[src/ugd_pkg.sv]
// shared types and constants for the utf-8 glyph decoder
package ugd_pkg;

  localparam int unsigned CpW       = 21;
  localparam int unsigned ByteW     = 8;
  localparam int unsigned BaseW     = 12;
  localparam int unsigned CntW      = 3;
  localparam int unsigned FifoDepth = 2;

  localparam logic [CpW-1:0] FoldLo     = 21'h00061;
  localparam logic [CpW-1:0] FoldHi     = 21'h0007A;
  localparam logic [CpW-1:0] FoldOffset = 21'h00020;
  localparam logic [12:0]    PrivPage   = 13'hF19;
  localparam logic [7:0]     PrivLastLo = 8'hFF;

  // configuration register indexes
  typedef enum logic {
    CfgFoldCase  = 1'b0,
    CfgGlyphBase = 1'b1
  } cfg_idx_e;

  // one request's worth of results: err_cnt errors, then an optional character
  typedef struct packed {
    logic [CntW-1:0] err_cnt;
    logic            has_char;
    logic [CpW-1:0]  cp;
  } desc_t;

endpackage

[src/ugd_front.sv]
// front end: utf-8 sequence tracking and per-byte result classification
module ugd_front (
  input  logic                        clk_i,
  input  logic                        rst_ni,
  input  logic                        accept_i,
  input  logic [ugd_pkg::ByteW-1:0]   data_byte_i,
  input  logic                        end_of_text_i,
  output ugd_pkg::desc_t              desc_o,
  output logic                        desc_valid_o
);

  logic [1:0]               rem_q, rem_d;
  logic [1:0]               held_q, held_d;
  logic [ugd_pkg::CpW-1:0]  pv_q, pv_d;

  logic                     is_cont;
  logic [1:0]               rem_dec;
  logic [1:0]               held_inc;
  logic [ugd_pkg::CpW-1:0]  pv_shift;
  logic [ugd_pkg::CntW-1:0] pre_err;
  ugd_pkg::desc_t           desc;

  // sequence state
  always_ff @(posedge clk_i or negedge rst_ni) begin
    if (!rst_ni) begin
      rem_q  <= '0;
      held_q <= '0;
      pv_q   <= '0;
    end else if (accept_i) begin
      rem_q  <= rem_d;
      held_q <= held_d;
      pv_q   <= pv_d;
    end
  end

  assign is_cont  = (data_byte_i[7:6] == 2'b10);
  assign rem_dec  = rem_q - 2'd1;
  assign held_inc = held_q + 2'd1;
  assign pv_shift = {pv_q[ugd_pkg::CpW-7:0], data_byte_i[5:0]};

  // classify the byte into an error count and an optional character
  always_comb begin
    desc          = '0;
    rem_d         = rem_q;
    held_d        = held_q;
    pv_d          = pv_q;
    pre_err       = '0;
    if (rem_q != 2'd0 && is_cont) begin
      if (rem_dec == 2'd0) begin
        desc.has_char = 1'b1;
        desc.cp       = pv_shift;
        rem_d         = '0;
        held_d        = '0;
        pv_d          = '0;
      end else if (end_of_text_i) begin
        desc.err_cnt = {1'b0, held_inc};
        rem_d        = '0;
        held_d       = '0;
        pv_d         = '0;
      end else begin
        rem_d  = rem_dec;
        held_d = held_inc;
        pv_d   = pv_shift;
      end
    end else begin
      // abandoned sequence flushes its held bytes first
      if (rem_q != 2'd0) begin
        pre_err = {1'b0, held_q};
      end
      rem_d        = '0;
      held_d       = '0;
      pv_d         = '0;
      desc.err_cnt = pre_err;
      if (data_byte_i[7] == 1'b0) begin
        desc.has_char = 1'b1;
        desc.cp       = {{(ugd_pkg::CpW-ugd_pkg::ByteW){1'b0}}, data_byte_i};
      end else if (data_byte_i[7:5] == 3'b110 || data_byte_i[7:4] == 4'b1110 ||
                   data_byte_i[7:3] == 5'b11110) begin
        if (end_of_text_i) begin
          desc.err_cnt = pre_err + 3'd1;
        end else begin
          held_d = 2'd1;
          if (data_byte_i[7:5] == 3'b110) begin
            rem_d = 2'd1;
            pv_d  = {16'd0, data_byte_i[4:0]};
          end else if (data_byte_i[7:4] == 4'b1110) begin
            rem_d = 2'd2;
            pv_d  = {17'd0, data_byte_i[3:0]};
          end else begin
            rem_d = 2'd3;
            pv_d  = {18'd0, data_byte_i[2:0]};
          end
        end
      end else begin
        desc.err_cnt = pre_err + 3'd1;
      end
    end
  end

  assign desc_o       = desc;
  assign desc_valid_o = accept_i && (desc.has_char || desc.err_cnt != '0);

endmodule

[src/ugd_queue.sv]
// small request queue between front and back end
module ugd_queue #(
  parameter int unsigned Depth = ugd_pkg::FifoDepth
) (
  input  logic           clk_i,
  input  logic           rst_ni,
  input  logic           wr_i,
  input  ugd_pkg::desc_t wr_data_i,
  input  logic           rd_i,
  output ugd_pkg::desc_t rd_data_o,
  output logic           full_o,
  output logic           empty_o
);

  localparam int unsigned PtrW = (Depth > 1) ? $clog2(Depth) : 1;
  localparam int unsigned CntW = $clog2(Depth + 1);

  ugd_pkg::desc_t  mem_q [Depth];
  logic [PtrW-1:0] wp_q, wp_d;
  logic [PtrW-1:0] rp_q, rp_d;
  logic [CntW-1:0] cnt_q, cnt_d;
  logic            do_wr;
  logic            do_rd;

  assign full_o  = (cnt_q == CntW'(Depth));
  assign empty_o = (cnt_q == '0);
  assign do_wr   = wr_i && !full_o;
  assign do_rd   = rd_i && !empty_o;

  // pointer and fill count
  always_comb begin
    wp_d  = wp_q;
    rp_d  = rp_q;
    cnt_d = cnt_q;
    if (do_wr) begin
      wp_d = (wp_q == PtrW'(Depth - 1)) ? '0 : wp_q + PtrW'(1);
    end
    if (do_rd) begin
      rp_d = (rp_q == PtrW'(Depth - 1)) ? '0 : rp_q + PtrW'(1);
    end
    if (do_wr && !do_rd) begin
      cnt_d = cnt_q + CntW'(1);
    end else if (do_rd && !do_wr) begin
      cnt_d = cnt_q - CntW'(1);
    end
  end

  always_ff @(posedge clk_i or negedge rst_ni) begin
    if (!rst_ni) begin
      wp_q  <= '0;
      rp_q  <= '0;
      cnt_q <= '0;
    end else begin
      wp_q  <= wp_d;
      rp_q  <= rp_d;
      cnt_q <= cnt_d;
    end
  end

  // entry storage
  always_ff @(posedge clk_i) begin
    if (do_wr) begin
      mem_q[wp_q] <= wr_data_i;
    end
  end

  assign rd_data_o = mem_q[rp_q];

endmodule

[src/ugd_back.sv]
// back end: expands each request into results and maps glyph codes
module ugd_back (
  input  logic                       clk_i,
  input  logic                       rst_ni,
  input  ugd_pkg::desc_t             desc_i,
  input  logic                       desc_valid_i,
  output logic                       desc_pop_o,
  input  logic                       fold_case_i,
  input  logic [ugd_pkg::BaseW-1:0]  glyph_base_i,
  input  logic                       pop_i,
  output logic                       empty_o,
  output logic [ugd_pkg::CpW-1:0]    code_point_o,
  output logic [ugd_pkg::CpW-1:0]    glyph_code_o,
  output logic                       malformed_o,
  output logic                       last_of_run_o
);

  logic [ugd_pkg::CntW-1:0] idx_q, idx_d;
  logic                     vld_q, vld_d;
  logic [ugd_pkg::CpW-1:0]  cp_q, cp_d;
  logic [ugd_pkg::CpW-1:0]  glyph_q, glyph_d;
  logic                     mal_q, mal_d;
  logic                     last_q, last_d;

  logic                     slot_free;
  logic                     emit;
  logic [ugd_pkg::CntW-1:0] total;
  logic                     is_last;
  logic                     is_err;
  logic [ugd_pkg::CpW-1:0]  glyph;

  assign slot_free = !vld_q || pop_i;
  assign emit      = slot_free && desc_valid_i;
  assign total     = desc_i.err_cnt + {{(ugd_pkg::CntW-1){1'b0}}, desc_i.has_char};
  assign is_last   = (idx_q == total - 3'd1);
  assign is_err    = (idx_q < desc_i.err_cnt);

  // glyph mapping: private page, then optional case fold
  always_comb begin
    glyph = desc_i.cp;
    if (desc_i.cp[20:8] == ugd_pkg::PrivPage && desc_i.cp[7:0] != ugd_pkg::PrivLastLo) begin
      glyph = {{(ugd_pkg::CpW-ugd_pkg::BaseW){1'b0}}, glyph_base_i}
            + {{(ugd_pkg::CpW-8){1'b0}}, desc_i.cp[7:0]};
    end else if (fold_case_i && desc_i.cp >= ugd_pkg::FoldLo &&
                 desc_i.cp <= ugd_pkg::FoldHi) begin
      glyph = desc_i.cp - ugd_pkg::FoldOffset;
    end
  end

  // result sequencing into the output register
  always_comb begin
    idx_d   = idx_q;
    vld_d   = vld_q;
    cp_d    = cp_q;
    glyph_d = glyph_q;
    mal_d   = mal_q;
    last_d  = last_q;
    if (slot_free) begin
      vld_d = 1'b0;
    end
    if (emit) begin
      vld_d   = 1'b1;
      mal_d   = is_err;
      cp_d    = is_err ? '0 : desc_i.cp;
      glyph_d = is_err ? '0 : glyph;
      last_d  = is_last;
      idx_d   = is_last ? '0 : idx_q + 3'd1;
    end
  end

  always_ff @(posedge clk_i or negedge rst_ni) begin
    if (!rst_ni) begin
      idx_q <= '0;
      vld_q <= 1'b0;
    end else begin
      idx_q <= idx_d;
      vld_q <= vld_d;
    end
  end

  always_ff @(posedge clk_i) begin
    cp_q    <= cp_d;
    glyph_q <= glyph_d;
    mal_q   <= mal_d;
    last_q  <= last_d;
  end

  assign desc_pop_o    = emit && is_last;
  assign empty_o       = !vld_q;
  assign code_point_o  = cp_q;
  assign glyph_code_o  = glyph_q;
  assign malformed_o   = mal_q;
  assign last_of_run_o = last_q;

endmodule

[src/utf8_glyph_decoder_unit.sv]
// A byte's first result goes from the front end through the request queue and the output register
// to the result ports. Throughput: one byte per cycle in while full is low, one result per cycle out
// while pop is held; a byte with several results holds the result side until all are popped, and
// the 2-entry request queue then fills up. Bytes with no result use neither queue nor result side.
// Reset (rst_ni low, asynchronous) clears sequence state, queue and output valid;
// fold_case_enable resets to 1 and glyph_base to 0.
module utf8_glyph_decoder_unit #(
  parameter int unsigned FifoDepth = ugd_pkg::FifoDepth
) (
  input  logic                       clk_i,
  input  logic                       rst_ni,
  input  logic                       push,
  output logic                       full,
  input  logic [ugd_pkg::ByteW-1:0]  data_byte_i,
  input  logic                       end_of_text_i,
  output logic                       empty,
  input  logic                       pop,
  output logic [ugd_pkg::CpW-1:0]    code_point_o,
  output logic [ugd_pkg::CpW-1:0]    glyph_code_o,
  output logic                       malformed_o,
  output logic                       last_of_run_o,
  input  logic                       cfg_we_i,
  input  logic                       cfg_idx_i,
  input  logic [ugd_pkg::BaseW-1:0]  cfg_data_i
);

  logic                      fold_q;
  logic [ugd_pkg::BaseW-1:0] base_q;
  logic                      accept;
  ugd_pkg::desc_t            fr_desc;
  logic                      fr_valid;
  ugd_pkg::desc_t            q_desc;
  logic                      q_empty;
  logic                      q_pop;

  // configuration registers
  always_ff @(posedge clk_i or negedge rst_ni) begin
    if (!rst_ni) begin
      fold_q <= 1'b1;
      base_q <= '0;
    end else if (cfg_we_i) begin
      case (ugd_pkg::cfg_idx_e'(cfg_idx_i))
        ugd_pkg::CfgFoldCase:  fold_q <= cfg_data_i[0];
        ugd_pkg::CfgGlyphBase: base_q <= cfg_data_i;
        default: ;
      endcase
    end
  end

  assign accept = push && !full;

  ugd_front u_front (
    .clk_i         (clk_i),
    .rst_ni        (rst_ni),
    .accept_i      (accept),
    .data_byte_i   (data_byte_i),
    .end_of_text_i (end_of_text_i),
    .desc_o        (fr_desc),
    .desc_valid_o  (fr_valid)
  );

  ugd_queue #(
    .Depth (FifoDepth)
  ) u_queue (
    .clk_i     (clk_i),
    .rst_ni    (rst_ni),
    .wr_i      (fr_valid),
    .wr_data_i (fr_desc),
    .rd_i      (q_pop),
    .rd_data_o (q_desc),
    .full_o    (full),
    .empty_o   (q_empty)
  );

  ugd_back u_back (
    .clk_i         (clk_i),
    .rst_ni        (rst_ni),
    .desc_i        (q_desc),
    .desc_valid_i  (!q_empty),
    .desc_pop_o    (q_pop),
    .fold_case_i   (fold_q),
    .glyph_base_i  (base_q),
    .pop_i         (pop),
    .empty_o       (empty),
    .code_point_o  (code_point_o),
    .glyph_code_o  (glyph_code_o),
    .malformed_o   (malformed_o),
    .last_of_run_o (last_of_run_o)
  );

endmodule
[config.mk]
export PLATFORM = sky130hd
export DESIGN_NAME = utf8_glyph_decoder_unit
export DESIGN_NICKNAME = d
export VERILOG_FILES = /design/src/ugd_pkg.sv /design/src/ugd_front.sv /design/src/ugd_queue.sv /design/src/ugd_back.sv /design/src/utf8_glyph_decoder_unit.sv
export SDC_FILE = /design/constraint.sdc
export NUM_CORES = 1
export LEC_CHECK = 0
export BUFFER_PORTS_ARGS = -buffer_cell sky130_fd_sc_hd__buf_2
export CORE_MARGIN = 4
export CORE_UTILIZATION = 55
export CTS_BUF_LIST = sky130_fd_sc_hd__clkbuf_4 sky130_fd_sc_hd__clkbuf_8 sky130_fd_sc_hd__clkbuf_16
export CTS_CLUSTER_SIZE = 28
export DETAILED_ROUTE_END_ITERATION = 10
export PLACE_DENSITY_LB_ADDON = 0.05
export SLEW_MARGIN = 0
export SYNTH_ARGS = -nofsm -noshare
export SYNTH_HDL_FRONTEND = slang
export SYNTH_SLANG_ARGS = --single-unit
[constraint.sdc]
create_clock -name clk_i -period 8.8 [get_ports clk_i]
set_input_delay 1.32 -clock clk_i [delete_from_list [all_inputs] [get_ports clk_i]]
set_output_delay 1.32 -clock clk_i [all_outputs]
set_load 0.01 [all_outputs]
* Yosys cells after proc, flatten, opt, wreduce, memory -nomap -nowiden
Memory sizes are Yosys's and may differ from the RTL's.
Index checks and enable logic that the tools add are counted.
** Operators by class
- Add/subtract/negate cells :: 12
- $lt $le $gt $ge :: 3
- Equality and inequality tests :: 8
- Multiplexer cells :: 43
- Bitwise logic cells :: 1
- Reductions and logical operators :: 29
** Operator list (count)
- 15-bit 2-to-1 mux :: 7
- 22-bit 2-to-1 mux :: 2
- 21-bit 2-to-1 mux :: 2
- 2-bit 2-to-1 mux :: 16
- 25-bit 2-to-1 mux :: 1
- 21-bit by 7-bit >= comparator with 1-bit output, second input constant :: 1
- 21-bit by 7-bit <= comparator with 1-bit output, second input constant :: 1
- 21-bit by 6-bit subtractor with 21-bit output, second input constant :: 1
- 3-bit 2-to-1 mux :: 6
- 12-bit by 8-bit adder with 13-bit output :: 1
- 13-bit by 12-bit equality test with 1-bit output, second input constant :: 1
- 1-bit logical AND :: 12
- 1-bit 2-to-1 mux :: 8
- 8-bit inequality test, second input constant :: 1
- 3-bit by 1-bit adder with 3-bit output, second input constant :: 2
- 2-bit nonzero test :: 3
- 5-bit equality test, second input constant :: 1
- 1-bit zero test :: 5
- 2-bit by 1-bit adder with 2-bit output, second input constant :: 2
- 2-bit equality test, second input constant :: 2
- 4-bit equality test, second input constant :: 1
- 2-bit zero test :: 2
- 1-bit logical OR :: 4
- 4-bit 2-to-1 mux :: 1
- 10 further kinds :: 13
** Storage, ports and cells
- Register bits :: 84
- RAM bits :: 50
- Input port bits :: 27
- Output and inout bits :: 46
- Logic and storage cells :: 111
- Memories :: 1
** Memories
- u_queue.mem_q :: depth 2, width 25, rd ports 1, clocked after memory_dff 0, wr ports 1, line ugd_queue.sv:18 : ugd_pkg::desc_t mem_q [Depth];

* Logic depth before layout (Yosys ltp)
- Depth after elaboration :: 16
- Gate-level depth with buffers :: 16
- Mapped depth without buffers :: 11

* Modules after synthesis
From an unflattened synthesis, not the netlist that was laid out.
** Unflattened totals
- Cell total of the unflattened synthesis :: 499
- Area total of the unflattened synthesis :: 6563.8 µm²
** Modules (own cells, without submodules)
- ugd_back :: instances 1, cells each 225, area each 2712.6 µm², sequential area each 1421.4 µm²
- ugd_queue :: instances 1, cells each 97, area each 2102.0 µm², sequential area each 1601.5 µm²
- ugd_front :: instances 1, cells each 146, area each 1204.9 µm², sequential area each 475.5 µm²
- utf8_glyph_decoder_unit :: instances 1, cells each 31, area each 544.3 µm², sequential area each 326.6 µm²

* Worst setup path after synthesis
No wires, ideal clock.
- Kind :: in2reg
- From :: input port data_byte_i[7] in the netlist's numbering
- To :: memory u_queue.mem_q[0][0] in the netlist's numbering (enable)
- Library setup time :: 0.410 ns
- Data arrival time :: 3.820 ns
- Required time :: 8.390 ns
- Setup slack :: 4.570 ns
- Stages :: 7
- Path buffers :: 1
- Cell sequence :: clkbuf_1 -> nor3b_1 -> and3_1 -> a21oi_1 -> o21ai_0 -> o31a_1 -> nor2b_1
** RTL lines
- start, declared :: line utf8_glyph_decoder_unit.sv:14 : input logic [ugd_pkg::ByteW-1:0] data_byte_i,
- end, declared :: line ugd_queue.sv:18

==> metrics list <==
- Result of the run: finished clean
- After layout, the worst setup slack is about 5 ns.
- Post-CTS setup buffer count: 0
- End of the critical path: u_queue.mem_q[1][7]
- Async set-or-reset flop fraction in the synthesized netlist: 29.9%
* Relative max-transition margin: 20.6%
- Power comes to approximately 0.0028 W.
* Count of cells along the worst register-to-register path: 12
* Share of total power in combinational logic: roughly a third
- The initialized floorplan defines 38 standard-cell rows.
* Number of sinks driven by the clock tree: approximately 130
- Critical path fanouts, max: 25
- Capturing point of the worst reg2reg path: u_queue.cnt_q[1]
- The internal portion of the total power is roughly 0.0018 W.
- For this run, the share of the core covered by cells in the final layout is 67.6%.
- Global routing used about a fifth of the available tracks.
- The critical path goes through buf_2, a31oi_1, a21boi_0, a21oi_1, o21ai_0, o31a_1, and2_1.
- In this run the worst hold path is classified as reg2reg.
- Power spread over the standard cell area amounts to around 370 nW/µm².
* Count of vias placed by the detailed router: 4218
- Global routing finished with a remaining overflow of 0.
- Total count of hold-check failures in the final report: 0
* Post-synth cell types: between 60 and 70
- The top cell types in the final layout, fill and taps aside, are 94 x sky130_fd_sc_hd__edfxtp_1, 72 x sky130_fd_sc_hd__buf_2, 41 x sky130_fd_sc_hd__nor2_1, 41 x sky130_fd_sc_hd__nand2_1, 39 x sky130_fd_sc_hd__dfrtp_1.
- The slowest stage of the critical path belongs to the cell sky130_fd_sc_hd__and2_1.
- Per report_power, the sequential group accounts for between 30 and 40% of the total.
- Type of the worst setup path: in2reg
- For this block, the initial DRC count from the detailed router was 169.
* Routability congestion estimate from global placement: 0.873
* EDFF count, synth: 94
- In this run switching power makes up approximately a third of total power.
* Count of pins over their slew limit: 0
- In this run the standard cell core region covers around 11000 µm².
- For the worst setup path, the data required time is 8.83 ns.
- Post-DR wirelength/cell: around 17 µm
- Maximum number of buffers from clock root to sink: 2
- Sequential element share of the synthesized area: 60.2%
- Entering global routing, the biggest net connects 48 pins.
* Vias in the first global route: slightly below 4000
* Max-cap violation count: 0
- DIE WIDTH: 115 µm
* Fin Clk Skew: between 0.004 and 0.005 ns
- During I/O placement, the number of pins put on the boundary was between 70 and 80.
- For this run, the slowest stage of the critical path takes between 0.9 and 1 ns.
* Mapped cell area: 6350 µm²
* Vertical die dimension: between 100 and 150 µm
* Share of the cycle needed by the critical path after routing: a little over two fifths
- Peak supply drop: between 0.2 and 0.25 mV
* Clock tree from TritonCTS: yes
* First-pass GRT wire length: roughly 20000 µm
* Final Critical Period: between 3 and 4 ns
* Initial core utilization: between 50% and 60%
- During synthesis, Yosys emitted a total of 0 warnings.
- For the worst-skew pair, the clock arrives at the later sink with an insertion delay of 0.41 ns.
- The repair_antennas step left the layout with diodes totalling 0.
- Cells with a size suffix above 1 make up between 20% and 30% of the layout.
- Synth Instances: just over 500
- Highest clock frequency the design can meet: 269 MHz
- Kind of end point of the critical path: flip-flop
- The most used flip-flop cell after synthesis is sky130_fd_sc_hd__edfxtp_1.
- The tightest hold path in the finished design has a slack of 0.472 ns.
- Part of the total power dissipated in the clock network: 28.2%
- Number of iterations in the first detailed-routing pass: 4
- Leak pwr: 3.15 nW
- For this run, design rule violations remaining after detail routing come to 0.
- Setup violations remaining at the end of the flow were counted as 0.
* Post-Place Worst Slack: between 4 and 5 ns
* Slew at the pin closest to its max-slew limit: between 1 and 1.5 ns
* CTS Hold Bufs: 0
- Category of the worst setup path launch point: input pin
* Net Sw Power: 0.000929 W
- Unrepaired setup endpoints after global routing: no
- The cell sitting at the root of the clock tree is a sky130_fd_sc_hd__clkbuf_16.
* Final total negative setup slack: 0 ns
- Leading cell type in the layout, fill and taps excluded: sky130_fd_sc_hd__edfxtp_1
- Num CTS Buffers: 17
* Number of cells upsized or downsized after cts: 0
- The count of buffers added on input and output ports is 72.
* Initial antenna violation count: 0
- Count of antenna-violating nets left after detailed routing: 0
- Synth-to-Final Area Change: 17.9%
- The die covers 13300 µm².
* Syn Area/Cell: approximately 12 µm²
- The synthesized design contains approximately 130 register bits.
- In this run the worst setup path begins at data_byte_i[5].
* Critical Path AT: between 3 and 4 ns
- The number of nets handed over by synthesis was approximately 560.
- Sum of routed wire length over all layers: roughly 13000 µm
- Register clock-pin slew on the reported worst setup and hold paths: about 0.050 ns
- HPWL Detailed: between 9000 and 10000 µm
- Source of the worst register-to-register timing path: u_queue.rp_q
* Reg2Reg Setup Slack: 5.31 ns
* Vias/cell: around 5.7
- At the end of the flow, the number of nets in the layout was ~640.
- H-tree levels: 4
worst min-delay path by stage:
stage | from | endpoint | slack (ns) | cells after the start
floorplan | u_front.pv_q[10] | u_front.pv_q[10] | 0.44 | 2
global placement | u_front.pv_q[14] | u_front.pv_q[14] | 0.45 | 2
detailed placement | u_front.pv_q[13] | u_front.pv_q[13] | 0.46 | 2
CTS | u_front.pv_q[13] | u_front.pv_q[13] | 0.48 | 2
global route | u_front.pv_q[12] | u_front.pv_q[12] | 0.50 | 2
finish | u_front.pv_q[13] | u_front.pv_q[13] | 0.47 | 2
registers in the layout, summed over array words and instances, names as in the netlist, 2 cells and up:
signal / cells
u_back.glyph_code_o: 21
u_queue.cnt_q: 2
u_back.code_point_o: 21
u_front.rem_q: 2
u_back.idx_q: 3
u_front.held_q: 2
u_queue.mem_q: 50
u_front.pv_q: 15
base_q: 12
layer usage:
metal,up-vias,track usage [%],share of wire [%]
met5,-,0,0
met4,0,10.6,2.6
met3,23,4.23,4.9
met2,103,31.1,46
met1,2014,26.9,46
li1,2078,-,-
cell families (layout without fill, tap and decap cells):
kind of cell	Yosys count	count (layout)	synth area share [%]
mux	38	38	6.32
buf+inv	40	129	2.99
flops	134	134	60.2
simple gates	167	167	13.8
xor+xnor	18	18	2.48
fa+ha+maj	20	20	4.06
compound gates	99	99	10.1
cell usage after synthesis, types with 4 or more instances:
| cell | number | area [µm²] |
|---|---|---|
| sky130_fd_sc_hd__nand2_1 | 41 | 154 |
| sky130_fd_sc_hd__inv_1 | 19 | 71.3 |
| sky130_fd_sc_hd__a31oi_1 | 4 | 25.0 |
| sky130_fd_sc_hd__o21ai_0 | 29 | 145 |
| sky130_fd_sc_hd__and4_1 | 5 | 43.8 |
| sky130_fd_sc_hd__nor3_1 | 10 | 50.1 |
| sky130_fd_sc_hd__a211oi_1 | 6 | 45.0 |
| sky130_fd_sc_hd__dfrtp_1 | 39 | 976 |
| sky130_fd_sc_hd__nor2b_1 | 6 | 37.5 |
| sky130_fd_sc_hd__edfxtp_1 | 94 | 2820 |
| sky130_fd_sc_hd__clkbuf_1 | 15 | 56.3 |
| sky130_fd_sc_hd__and2_1 | 7 | 43.8 |
| sky130_fd_sc_hd__ha_1 | 19 | 238 |
| sky130_fd_sc_hd__a22o_1 | 4 | 35.0 |
| sky130_fd_sc_hd__xor2_1 | 8 | 70.1 |
| sky130_fd_sc_hd__o21a_1 | 5 | 37.5 |
| sky130_fd_sc_hd__nor4_1 | 7 | 43.8 |
| sky130_fd_sc_hd__mux2i_1 | 21 | 210 |
| sky130_fd_sc_hd__nor2_1 | 41 | 154 |
| sky130_fd_sc_hd__a21oi_1 | 25 | 125 |
| sky130_fd_sc_hd__nand3_1 | 4 | 20.0 |
| sky130_fd_sc_hd__xnor2_1 | 10 | 87.6 |
| sky130_fd_sc_hd__mux2_2 | 17 | 191 |
| sky130_fd_sc_hd__and3_1 | 18 | 113 |
worst max-delay path, delay by kind of cell:
kind                   cells  cell delay [ns]
AND/OR/NAND/NOR            1             0.92
buffers and inverters      1             0.13
AO/OA/AOI/OAI              5             1.37
power groups by stage:
| stage | clock [W] | sequential (W) | combinational (W) |
|---|---|---|---|
| after global routing | 0.000826 | 0.00108 | 0.00104 |
| after floorplan | 0 | 0.00110 | 0.000638 |
| after global placement | 0 | 0.00106 | 0.000930 |
| after detailed placement | 0 | 0.00107 | 0.000938 |
| final | 0.000783 | 0.00105 | 0.000938 |
| after CTS | 0.000794 | 0.00106 | 0.000945 |
through the flow:
stage               cell area (µm²)  instances
finish                         7490        745
global route                   7490        745
CTS                            7490        745
detailed placement             6820        713
global placement               6820        713
floorplan                      6350        516
cell type report:
| cell class | instances | area [µm²] |
|---|---|---|
| Fill cell | 833 | 3590 |
| Clock inverter | 14 | 231 |
| Timing Repair Buffer | 78 | 405 |
| Multi-Input combinational cell | 342 | 2350 |
| Inverter | 19 | 71.3 |
| Sequential cell | 134 | 3820 |
| Clock buffer | 18 | 433 |
| Tap cell | 140 | 175 |
Note: power is estimated with default switching activity, not from simulation.
